## src/design/plist_pkg.sv

```systemverilog
package plist_pkg;

	localparam int DEPTH  = 64;
	localparam int DATA_W = 32;
	localparam int POS_W  = 7;
	localparam int CNT_W  = 7;
	localparam int IDX_W  = $clog2(DEPTH);
	localparam int GROUP  = 8;
	localparam int NGROUP = DEPTH / GROUP;

	typedef logic [1:0] cmd_t;
	typedef logic [1:0] status_t;

	localparam cmd_t CMD_INSERT = 2'd0;
	localparam cmd_t CMD_READ   = 2'd1;
	localparam cmd_t CMD_REMOVE = 2'd2;

	localparam status_t ST_OK     = 2'd0;
	localparam status_t ST_BADPOS = 2'd1;
	localparam status_t ST_EMPTY  = 2'd2;
	localparam status_t ST_FULL   = 2'd3;

	typedef struct packed {
		cmd_t               command;
		logic [POS_W-1:0]   position;
		logic signed [DATA_W-1:0] value;
	} req_t;

	typedef struct packed {
		logic signed [DATA_W-1:0] read_value;
		status_t            status;
		logic [CNT_W-1:0]   length;
	} rsp_t;

	// Shift/select control for the cell row.
	typedef struct packed {
		logic             ins;
		logic             rem;
		logic [IDX_W-1:0] idx;
	} cell_ctl_t;

	// Per-request outcome carried down the pipeline.
	typedef struct packed {
		logic             rd_ok;
		status_t          status;
		logic [CNT_W-1:0] length;
	} exec_res_t;

endpackage

```

## src/design/plist_exec.sv

```systemverilog
module plist_exec import plist_pkg::*; (
	input  logic      clk,
	input  logic      arst_n,
	input  logic      fire,
	input  req_t      req,
	output cell_ctl_t ctl,
	output exec_res_t res
);

	logic [CNT_W-1:0] count_q;
	logic [POS_W-1:0] pos_m1;
	logic             pos_past;
	logic             empty;
	logic             full;

	assign pos_m1   = req.position - POS_W'(1);
	assign pos_past = req.position > count_q;
	assign empty    = count_q == CNT_W'(0);
	assign full     = count_q == CNT_W'(DEPTH);

	always_comb begin
		ctl        = '0;
		res.rd_ok  = 1'b0;
		res.status = ST_OK;
		res.length = count_q;
		case (req.command)
			CMD_INSERT: begin
				ctl.idx = req.position[IDX_W-1:0];
				if (pos_past) begin
					res.status = ST_BADPOS;
				end else if (full) begin
					res.status = ST_FULL;
				end else begin
					ctl.ins    = 1'b1;
					res.length = count_q + CNT_W'(1);
				end
			end
			CMD_READ: begin
				ctl.idx = (req.position == POS_W'(0)) ? IDX_W'(0) : pos_m1[IDX_W-1:0];
				if (empty) begin
					res.status = ST_EMPTY;
				end else if (pos_past) begin
					res.status = ST_BADPOS;
				end else begin
					res.rd_ok = 1'b1;
				end
			end
			CMD_REMOVE: begin
				ctl.idx = pos_m1[IDX_W-1:0];
				if (empty) begin
					res.status = ST_EMPTY;
				end else if (req.position == POS_W'(0) || pos_past) begin
					res.status = ST_BADPOS;
				end else begin
					ctl.rem    = 1'b1;
					res.length = count_q - CNT_W'(1);
				end
			end
			default: begin
				res.status = ST_BADPOS;
			end
		endcase
	end

	// advance the count only when the request leaves the first stage
	always_ff @(posedge clk or negedge arst_n) begin
		if (!arst_n) begin
			count_q <= '0;
		end else if (fire) begin
			count_q <= res.length;
		end
	end

endmodule

```

## config.mk

```make
export PLATFORM = sky130hd
export DESIGN_NAME = plist_exec
export DESIGN_NICKNAME = d
export VERILOG_FILES = /design/src/design/plist_pkg.sv /design/src/design/plist_exec.sv
export SDC_FILE = /design/constraint.sdc
export NUM_CORES = 1
export LEC_CHECK = 0
export BUFFER_PORTS_ARGS = -buffer_cell sky130_fd_sc_hd__buf_4
export CAP_MARGIN = 20
export CORE_MARGIN = 1.5
export CORE_UTILIZATION = 35
export CTS_BUF_LIST = sky130_fd_sc_hd__clkbuf_8
export CTS_CLUSTER_DIAMETER = 40
export DETAILED_ROUTE_END_ITERATION = 16
export HOLD_SLACK_MARGIN = 0.1
export REMOVE_ABC_BUFFERS = 1
export SETUP_SLACK_MARGIN = 0.02
export SYNTH_ARGS = -nofsm -noshare
export SYNTH_HDL_FRONTEND = slang
export SYNTH_SLANG_ARGS = --single-unit
```

## constraint.sdc

```tcl
create_clock -name clk -period 3.4 [get_ports clk]
set_clock_uncertainty 0.05 [all_clocks]
set_input_delay 0.68 -clock clk [delete_from_list [all_inputs] [get_ports clk]]
set_output_delay 0.68 -clock clk [all_outputs]
set_load 0.01 [all_outputs]
```

==> metrics.cfg, run 1 <==
[clock_tree]
cts_buffers = 3
ctsHtreeMaxLevel = 1
clockBufferDepth = 2
clock_latency_ns = 0.23
clock_sinks = 7
root_buffer = clkbuf_8
cts_tree = yes
path_clk_slew_ns = 0.04

[logic_synthesis]
synth_compound_area_share_pct = 29.6
yosys.area.top_type = dfrtp_1
synth_edf_count = 0
syn_avg_cell_area_um2 = 6.87
synth_async_sr_flop_share_pct = 100
ys_types = 44
synth.top_cells.by_area = dfrtp_1 (14%), ha_1 (11%), o21ai_0 (7.7%)
synth-seq-cells = 7
synth_mux_area_share_pct = 1.63
yosys.area_share.simple_pct = 31.3
netlist_instances = 179
synth.cell_area_mm2 = 0.00123
synth_fa_ha_area_share_pct = 11.2
synth_top_family_by_area = simple AND/OR/NAND/NOR gates
synth_flop_cell = dfrtp_1
yosys_warnings = 0
yosysSeqAreaShare_pct = 14.2
synth_xor_area_share_pct = 4.27
synthDominantCellAreaShare_pct = 14.2

[timing]
hold_slack_ns = 0.208
slew_viol_final = 0
finalWorstSetupSlack_ns = 0.111
max_slew_margin_pct = 72.0
finalCritPeriodShare_pct = 96.7
setup_viol = 0
min_period_ns = 3.29
max_slew.worst_pin.slew_ns = 0.416
hold_viol_final = 0
tns_ns = 0
clock.fmax_mhz = 304

[finish]
final_common_cell = buf_4
top_register = count_q
fillers = 377
diodes = 0
reg.largest.list = count_q x7
final_nets = 265
largest_reg_flops = 7
multi_input_area_um2 = 987
seq_area_um2 = 178
most-common-layout-cells = buf_4 (35), o21ai_0 (19), nand2_1 (16), a21oi_1 (13)
synthToLayoutAreaGrowth_pct = 30.1
drive_gt1_share_pct = 26.3
post-route-util_pct = 47.6

[floorplanning]
start_util_pct = 36.6
io_pins = 62
rows = 21
die_h_um = 62.3
dieArea_mm2 = 0.00388
die_width_um = 62.3
coreArea_mm2 = 0.00336

[run]
maxCapViolCount = 0

[min_path]
hold_path.class = in2async

[critical_path]
crit_required_ns = 2.67
critPathKind = reg2out
end_kind = output pin
start_kind = flop
crit_fanout = 17
cp_data_arrival_time_ns = 2.56

[placed_design]
port_buffers = 29
gp_congestion = 0.863
hpwl_mm = 3.02
place_ws_ns = 0.161

[routing]
drtPass1Iterations = 4
wl_per_cell_um = 15.4
vias_per_cell = 5.87
ant_nets = 0
wl_mm = 3.93
drc = 0
num_vias = 1496
drt_iter0_drc = 73

[grt]
gr-total-overflow = 0
first_global_vias = 1325
grt_max_degree = 18
grt_usage_pct = 20.4
grt_antenna_before_repair = 0
grt_pass1_wl_mm = 6.52

[power_and_ir_drop]
power_leakage_uw = 0.000687
ir_drop_mv = 0.506
p_per_area_mw_per_mm2 = 595
p_total_uw = 951

[run_status]
status = finished clean

report_power, final:
| group | switching [uW] | leakage [uW] | internal (uW) | total, uW |
|---|---|---|---|---|
| sequential | 59.3 | 0.0000773 | 118 | 178 |
| clock | 36.8 | 0.0000269 | 78.1 | 115 |
| combinational | 357 | 0.000583 | 302 | 659 |
| total | 453 | 0.000687 | 498 | 951 |
worst max-delay path, cell delays in order (launching register included):
cell	delay [ns]
dfrtp_1	0.42
inv_1	0.15
ha_1	0.32
a21oi_1	0.06
o21ai_0	0.34
o22ai_2	0.16
buf_12	0.17
and3_4	0.19
xnor2_1	0.12
o21ai_0	0.22
buf_4	0.17
cells by family (layout without fill, tap and decap cells):
group	count (synthesis)	count (layout)
buf+inv	23	53
fa+ha+maj	11	11
xor+xnor	6	6
flops	7	7
mux	2	2
compound gates	58	58
simple gates	72	72
metrics by stage:
stage | std cells | instance area [um^2]
2_1_floorplan | 169 | 1180
3_3_place_gp | 251 | 1520
3_5_place_dp | 251 | 1520
4_1_cts | 255 | 1570
5_1_grt | 255 | 1600
6_report | 255 | 1600
final timing paths:
path	start	endpoint	slack, ns	cells past startpoint
max	count_q[4]	res[2]	0.11	10
min	arst_n	count_q[6]	0.21	1
max reg2reg	count_q[4]	count_q[1]	1.00	9
min reg2reg	count_q[0]	count_q[0]	0.53	1
max in group asynchronous	arst_n	count_q[2]	2.95	1
min in group clk	count_q[0]	count_q[0]	0.53	1
cell type report:
| class | count | share of cell area [%] |
|---|---|---|
| Multi-Input combinational cell | 149 | 61.7 |
| Timing Repair Buffer | 36 | 17.7 |
| Sequential cell | 7 | 11.1 |
| Tap cell | 46 | 3.60 |
| Inverter | 13 | 3.13 |
| Clock buffer | 3 | 2.58 |
| Clock inverter | 1 | 0.235 |
metal layers:
layer | track usage [%] | wire (um) | vias up
met1 | 27.7 | 1740 | 730
met2 | 32.5 | 1960 | 39
li1 | - | - | 721
met5 | 0 | 0 | -
met3 | 4.53 | 193 | 6
met4 | 6.11 | 35 | 0
Yosys cell counts, types with 2 or more instances:
master and number:
o21ai_0 19, or2_2 2, nand2_1 16, xnor2_1 6
dfrtp_1 7, clkinv_1 2, nand3_1 11, nand4_1 4
inv_1 11, o31ai_1 2, o211ai_1 2, nor2b_1 3
ha_1 11, a211oi_1 3, and2_1 2, a21oi_1 14
nor4_1 3, a41oi_1 2, clkbuf_1 8, a311oi_1 2
nor2_1 12, nand2b_1 3, mux2i_1 2, nor3_1 9
o22ai_1 3, a22o_1 2
repair_timing:
action / in CTS / in global routing
buffers inserted: 0 / 0
endpoints found under the setup margin: 3 / 7
gates resized for setup: 1 / 8
hold endpoints to repair: 0 / 0
hold buffers: 0 / 0
Power figures use the tool's default switching activity.
==> run 2: changes to the inputs <==
--- a/config.mk
+++ b/config.mk
@@ -5,8 +5,8 @@
 export SDC_FILE = /design/constraint.sdc
 export NUM_CORES = 1
 export LEC_CHECK = 0
+export ABC_AREA = 1
 export BUFFER_PORTS_ARGS = -buffer_cell sky130_fd_sc_hd__buf_4
-export CAP_MARGIN = 20
 export CORE_MARGIN = 1.5
 export CORE_UTILIZATION = 35
 export CTS_BUF_LIST = sky130_fd_sc_hd__clkbuf_8
==> run 2 against run 1 <==
  * Global-route usage decreased by 3.3 points
  * Synthesized area is 5.2% higher
  * Via count down 9.8%
  * Core utilization shrank 1.2 points
  * Combinational power up 52%
  * Clock-buffer cell count stayed put
  * Routed wire length fell by 17%
  * Total power increased by 36%
  * Sequential power rose by 3%
  * Worst hold slack gained 0.0065 ns
  * Critical endpoint is now res[6]
  * Highest routed layer unchanged
==> metrics.cfg, run 2 <==
[finish]
synthToLayoutAreaGrowth_pct = 23.4  ; was 30.1%
diodes = 0  ; unchanged
final_nets = 290  ; was 265
drive_gt1_share_pct = 26.5  ; was 26.3%
reg.largest.list = count_q x7  ; unchanged
finish.instance_area_mm2 = 0.00160  ; about the same
largest_reg_flops = 7  ; unchanged
final_common_cell = nand2_1  ; was buf_4
most-common-layout-cells = nand2_1 (62), buf_4 (34), inv_1 (27), nand3_1 (27), ha_1 (11)  ; was buf_4 (35), o21ai_0 (19), nand2_1 (16), a21oi_1 (13)
top_register = count_q  ; unchanged

[clock_tree]
cts_tree = yes  ; unchanged
cts_hold_buf = 0  ; unchanged
clock_sinks = 7  ; unchanged
cts_setup_buffers = 0  ; unchanged
cts_buffers = 3  ; unchanged
root_buffer = clkbuf_8  ; unchanged
ctsHtreeMaxLevel = 1  ; unchanged
clockBufferDepth = 2  ; unchanged
cts_resized = 0  ; was 1
path_clk_slew_ns = 0.04  ; about the same
clock_latency_ns = 0.22  ; was 0.23 ns

[routing]
drc = 0  ; unchanged
wl_per_cell_um = 11.7  ; was 15.4 um
vias_per_cell = 4.82  ; was 5.87
num_vias = 1350  ; was 1,496
drtPass1Iterations = 4  ; unchanged
ant_nets = 0  ; unchanged
wl_mm = 3.26  ; was 3.93 mm
drt_iter0_drc = 57  ; was 73

[floorplanning]
rows = 21  ; unchanged
die_width_um = 63.8  ; was 62.3 um
start_util_pct = 37.6  ; was 36.6%
dieArea_mm2 = 0.00407  ; was 0.00388 mm^2
die_h_um = 63.8  ; was 62.3 um
io_pins = 62  ; unchanged
coreArea_mm2 = 0.00344  ; was 0.00336 mm^2

[critical_path]
end_kind = output pin  ; unchanged
path_buf_inv = 3  ; unchanged
crit_start = count_q[3]  ; was count_q[4]
cp_slowest_cell = dfrtp_1  ; unchanged
crit_family = simple AND/OR/NAND/NOR gates  ; was compound AO/OA/AOI/OAI gates
crit_fanout = 11  ; was 17
r2r_start = count_q[3]  ; was count_q[4]
r2r_slack_ns = 1.14  ; was 1.00 ns
crit_required_ns = 2.67  ; about the same
start_kind = flop  ; unchanged
cpPeakStageDelay_ns = 0.53  ; was 0.42 ns
critPathKind = reg2out  ; unchanged
cp_cell_sequence = inv_1 > ha_1 > nand2_1 > nor2_4 > nand4_2 > nand2_2 > buf_4 > nand2_4 > o21ai_2 > nand3_2 > buf_4  ; was inv_1 > ha_1 > a21oi_1 > o21ai_0 > o22ai_2 > buf_12 > and3_4 > xnor2_1 > o21ai_0 > buf_4
cpMostUsedCell = buf_4  ; was o21ai_0
cp_data_arrival_time_ns = 2.37  ; was 2.56 ns

[logic_synthesis]
synth.most_common_cell = nand2_1  ; was o21ai_0
synth-seq-cells = 7  ; unchanged
netlist_instances = 203  ; was 179
synth_common_cells = nand2_1 (62), nand3_1 (27), inv_1 (26), ha_1 (11), nor2_1 (9)  ; was o21ai_0 (19), nand2_1 (16), a21oi_1 (14), nor2_1 (12)
ys_types = 29  ; was 44
synth_async_sr_flop_share_pct = 100  ; unchanged
yosys_warnings = 0  ; unchanged
syn_avg_cell_area_um2 = 6.37  ; was 6.87 um^2
yosys.area.top_type = nand2_1  ; was dfrtp_1
synthDominantCellAreaShare_pct = 18.0  ; was 14.2%
synth.top_cells.by_area = nand2_1 (18%), dfrtp_1 (14%), ha_1 (11%)  ; was dfrtp_1 (14%), ha_1 (11%), o21ai_0 (7.7%)
synth.cell_area_mm2 = 0.00129  ; was 0.00123 mm^2
synth_edf_count = 0  ; unchanged
synth_flop_cell = dfrtp_1  ; unchanged
yosysSeqAreaShare_pct = 13.5  ; was 14.2%

[timing]
rsz0062_at_grt = false
slew_viol_final = 0  ; unchanged
hold_slack_ns = 0.214  ; was 0.208 ns
hold_viol_final = 0  ; unchanged
setup_viol = 0  ; unchanged
min_period_ns = 3.10  ; was 3.29 ns
max_slew_margin_pct = 77.5  ; was 72.0%
max_slew.worst_pin.slew_ns = 0.337  ; was 0.416 ns
finalCritPeriodShare_pct = 91.1  ; was 96.7%
tns_ns = 0  ; unchanged
clock.fmax_mhz = 323  ; was 304 MHz

[placed_design]
gp_congestion = 0.823  ; was 0.863
placed_cell_area_mm2 = 0.00155  ; was 0.00152 mm^2
port_buffers = 29  ; unchanged
hpwl_mm = 2.65  ; was 3.02 mm

[power_and_ir_drop]
ir_drop_mv = 0.327  ; was 0.506 mV
p_per_area_mw_per_mm2 = 813  ; was 595 mW/mm^2
p_total_uw = 1300  ; was 951 uW
power_leakage_uw = 0.000892  ; was 0.000687 uW

[grt]
grt_usage_pct = 17.1  ; was 20.4%
grt_antenna_before_repair = 0  ; unchanged
gr-total-overflow = 0  ; unchanged
grt_pass1_wl_mm = 5.58  ; was 6.52 mm
grt_max_degree = 15  ; was 18
first_global_vias = 1217  ; was 1,325

[run_status]
status = finished clean  ; unchanged

[min_path]
hold_path.class = in2async  ; unchanged

[run]
maxCapViolCount = 0  ; unchanged

## run 2: cell families after synthesis
logic type	share of synthesized area [%]
AO/OA/AOI/OAI	7.54
XOR/XNOR	6.77
adder cells (fa/ha/maj)	10.6
buffers and inverters	12.7
flip-flops	13.5
AND/OR/NAND/NOR	48.8
## run 2: final timing paths
check                      depth (start not counted)    endpoint
setup / recovery                                  11      res[6]
hold / removal                                     1  count_q[0]
setup reg to reg                                  12  count_q[6]
hold reg to reg                                    2  count_q[1]
max in group asynchronous                          1  count_q[3]
min in group clk                                   2  count_q[1]
## run 2: final cells by class
cell class              instances  area (um^2)
clock inverters                 1         3.75
flip-flops and latches          7          175
fillers                       374         1850
repair buffers                 34          255
clock buffers                   3         41.3
multi-input cells             160          955
well taps                      46         57.6
inverters                      29          109
## run 2: metrics by stage
stage / worst slack, ns / utilization, % / cells
2_1_floorplan: 0.598 / - / 196
3_3_place_gp: 0.300 / 45.1 / 276
3_5_place_dp: 0.291 / 45.1 / 276
4_1_cts: 0.288 / 46.4 / 280
5_1_grt: 0.101 / 46.4 / 280
6_report: 0.302 / 46.4 / 280
## run 2: report_power, final
part | switching, uW | internal (uW) | leakage (uW)
clock network | 35.2 | 78.0 | 0.0000269
logic | 590 | 412 | 0.000774
registers | 60.5 | 124 | 0.0000915
total | 685 | 613 | 0.000892
## run 2: metal layers
| layer | global-route usage, % | wire (um) | up-vias |
|---|---|---|---|
| met5 | 0 | 0 | - |
| met4 | 2.99 | 23 | 0 |
| met3 | 3.17 | 114 | 4 |
| met2 | 27.5 | 1500 | 24 |
| met1 | 24.0 | 1620 | 606 |
| li1 | - | - | 716 |
==> run 3: changes to the inputs <==
--- a/config.mk
+++ b/config.mk
@@ -7,12 +7,15 @@
 export LEC_CHECK = 0
 export ABC_AREA = 1
 export BUFFER_PORTS_ARGS = -buffer_cell sky130_fd_sc_hd__buf_4
+export CELL_PAD_IN_SITES_DETAIL_PLACEMENT = 1
+export CELL_PAD_IN_SITES_GLOBAL_PLACEMENT = 1
 export CORE_MARGIN = 1.5
-export CORE_UTILIZATION = 35
+export CORE_UTILIZATION = 32
 export CTS_BUF_LIST = sky130_fd_sc_hd__clkbuf_8
 export CTS_CLUSTER_DIAMETER = 40
 export DETAILED_ROUTE_END_ITERATION = 16
 export HOLD_SLACK_MARGIN = 0.1
+export PLACE_DENSITY_LB_ADDON = 0.1
 export REMOVE_ABC_BUFFERS = 1
 export SETUP_SLACK_MARGIN = 0.02
 export SYNTH_ARGS = -nofsm -noshare
==> run 3 against run 2 <==
  * Flip-flop and latch count unchanged
  * Largest power group unchanged
  * Cell area is 0.23% higher
  * Critical endpoint is now res[5]
  * Die area grew 8.9%
  * Routed wire length increased by 21%
  * Core utilization fell by 3.9 points
  * Global-route usage grew 2.7 points
  * Sequential share of layout area grew 0.052 points
  * First-iteration DRC count grew 3.5%
  * Worst hold slack worse by 0.0058 ns
==> metrics.cfg, run 3 (synthesized netlist as in run 2, its figures left out) <==
[critical_path]
crit_fanout = 13  ; was 11
critPathKind = in2out  ; was reg2out
crit_required_ns = 2.67  ; about the same
cp_data_arrival_time_ns = 2.37  ; about the same
cp_slowest_cell = ha_1  ; was dfrtp_1
end_kind = output pin  ; unchanged
path_buf_inv = 4  ; was 3
cpPeakStageDelay_ns = 0.32  ; was 0.53 ns
crit_family = simple AND/OR/NAND/NOR gates  ; unchanged
cp_cell_sequence = buf_4 > ha_1 > nand2_2 > inv_1 > a21oi_2 > nand2_1 > nand2_2 > buf_4 > nand3_1 > nand3_1 > nand3_2 > buf_4  ; was inv_1 > ha_1 > nand2_1 > nor2_4 > nand4_2 > nand2_2 > buf_4 > nand2_4 > o21ai_2 > nand3_2 > buf_4
cpMostUsedCell = buf_4  ; unchanged
start_kind = primary input  ; was flop

[power_and_ir_drop]
p_per_area_mw_per_mm2 = 844  ; was 813 mW/mm^2
p_int_uw = 617  ; was 613 uW
power.share.switching_pct = 54.3  ; was 52.8%
ir_drop_mv = 0.306  ; was 0.327 mV
p_sw_uw = 733  ; was 685 uW
power_leakage_uw = 0.000891  ; was 0.000892 uW
combPwrFrac_pct = 77.6  ; was 77.1%
p_total_uw = 1350  ; was 1300 uW
pwr-share-seq_pct = 14.0  ; was 14.2%
p_clk_share_pct = 8.4  ; was 8.7%

[placed_design]
port_buffers = 29  ; unchanged
placed_cell_area_mm2 = 0.00155  ; about the same
hpwl_mm = 3.35  ; was 2.65 mm
place_ws_ns = 0.267  ; was 0.291 ns
gp_congestion = 0.844  ; was 0.823

[timing]
hold_viol_final = 0  ; unchanged
clock.fmax_mhz = 322  ; was 323 MHz
slew_viol_final = 0  ; unchanged
max_slew.worst_pin.slew_ns = 0.270  ; was 0.337 ns
finalWorstSetupSlack_ns = 0.296  ; was 0.302 ns
setup_viol = 0  ; unchanged
tns_ns = 0  ; unchanged
rsz0062_at_grt = false  ; unchanged
max_slew_margin_pct = 81.9  ; was 77.5%
finalCritPeriodShare_pct = 91.3  ; was 91.1%
min_period_ns = 3.10  ; about the same

[floorplanning]
coreArea_mm2 = 0.00377  ; was 0.00344 mm^2
die_h_um = 66.6  ; was 63.8 um
start_util_pct = 34.3  ; was 37.6%
io_pins = 62  ; unchanged
dieArea_mm2 = 0.00443  ; was 0.00407 mm^2
die_width_um = 66.6  ; was 63.8 um
rows = 22  ; was 21

[run]
maxCapViolCount = 0  ; unchanged

[clock_tree]
cts_buffers = 3  ; unchanged
ctsHtreeMaxLevel = 1  ; unchanged
cts_tree = yes  ; unchanged
clock_sinks = 7  ; unchanged
clock_latency_ns = 0.23  ; was 0.22 ns
clockBufferDepth = 2  ; unchanged
root_buffer = clkbuf_8  ; unchanged
path_clk_slew_ns = 0.04  ; about the same

[grt]
grt_pass1_wl_mm = 6.82  ; was 5.58 mm
grt_usage_pct = 19.8  ; was 17.1%
gr-total-overflow = 0  ; unchanged
grt_max_degree = 15  ; unchanged
grt_antenna_before_repair = 0  ; unchanged
first_global_vias = 1503  ; was 1,217

[run_status]
status = finished clean  ; unchanged

[routing]
drtPass1Iterations = 4  ; unchanged
num_vias = 1432  ; was 1,350
vias_per_cell = 5.08  ; was 4.82
drt_iter0_drc = 59  ; was 57
wl_mm = 3.95  ; was 3.26 mm
drc = 0  ; unchanged
ant_nets = 0  ; unchanged
wl_per_cell_um = 14.0  ; was 11.7 um

[finish]
post-route-util_pct = 42.4  ; was 46.4%
reg.largest.list = count_q x7  ; unchanged
final_nets = 290  ; unchanged
diodes = 0  ; unchanged
finish.instance_area_mm2 = 0.00160  ; about the same
synthToLayoutAreaGrowth_pct = 23.7  ; was 23.4%
top_register = count_q  ; unchanged
drive_gt1_share_pct = 26.9  ; was 26.5%
final_common_cell = nand2_1  ; unchanged
fillers = 519  ; was 374
most-common-layout-cells = nand2_1 (62), buf_4 (34), inv_1 (27), nand3_1 (27), ha_1 (11)  ; unchanged
largest_reg_flops = 7  ; unchanged

[min_path]
hold_path.class = in2async  ; unchanged

run 3: cell counts in the layout (fill, tap and decap cells not counted):
Identical to the previous run, type by type.
run 3: final timing paths:
kind                       startpoint          to  slack, ns  cells past startpoint
max                           req[38]      res[5]       0.30                     12
min                            arst_n  count_q[0]       0.21                      1
max reg2reg                count_q[6]  count_q[5]       1.14                     13
min reg2reg                count_q[1]  count_q[1]       0.52                      2
max in group asynchronous      arst_n  count_q[6]       2.96                      1
min in group clk           count_q[1]  count_q[1]       0.52                      2
run 3: per-layer routing:
layer  vias up  track usage, %  wire (um)
met4         0            1.79          0
met5         -               0          0
li1        719               -          -
met1       692            25.4       1860
met2        21            36.1       2000
met3         0            2.87         97
run 3: layout make-up:
class	count	area [um^2]	share of cell area, %
Timing Repair Buffer	34	255	16.0
Tap cell	48	60.1	3.75
Clock inverter	1	3.75	0.235
Sequential cell	7	176	11.0
Clock buffer	3	41.3	2.58
Inverter	29	109	6.80
Multi-Input combinational cell	160	955	59.7
run 3: metrics by stage:
step                      hold WS (ns)  cells
after floorplan                  0.334    196
after global placement           0.442    278
after detailed placement         0.448    278
after CTS                        0.207    282
after global routing             0.207    282
final                            0.208    282
run 3: timing repair:
item                       4_1_cts  5_1_grt
resized for setup                0        1
setup buffers                    0        0
setup endpoints to repair        0        2
hold buffers                     0        0
run 3: power by group through the flow:
| stage | logic [uW] | clock network, uW | registers [uW] |
|---|---|---|---|
| after floorplan | 684 | 0 | 189 |
| after global placement | 1010 | 0 | 190 |
| after detailed placement | 1060 | 0 | 190 |
| after CTS | 1060 | 116 | 190 |
| after global routing | 1190 | 122 | 199 |
| final | 1050 | 114 | 189 |
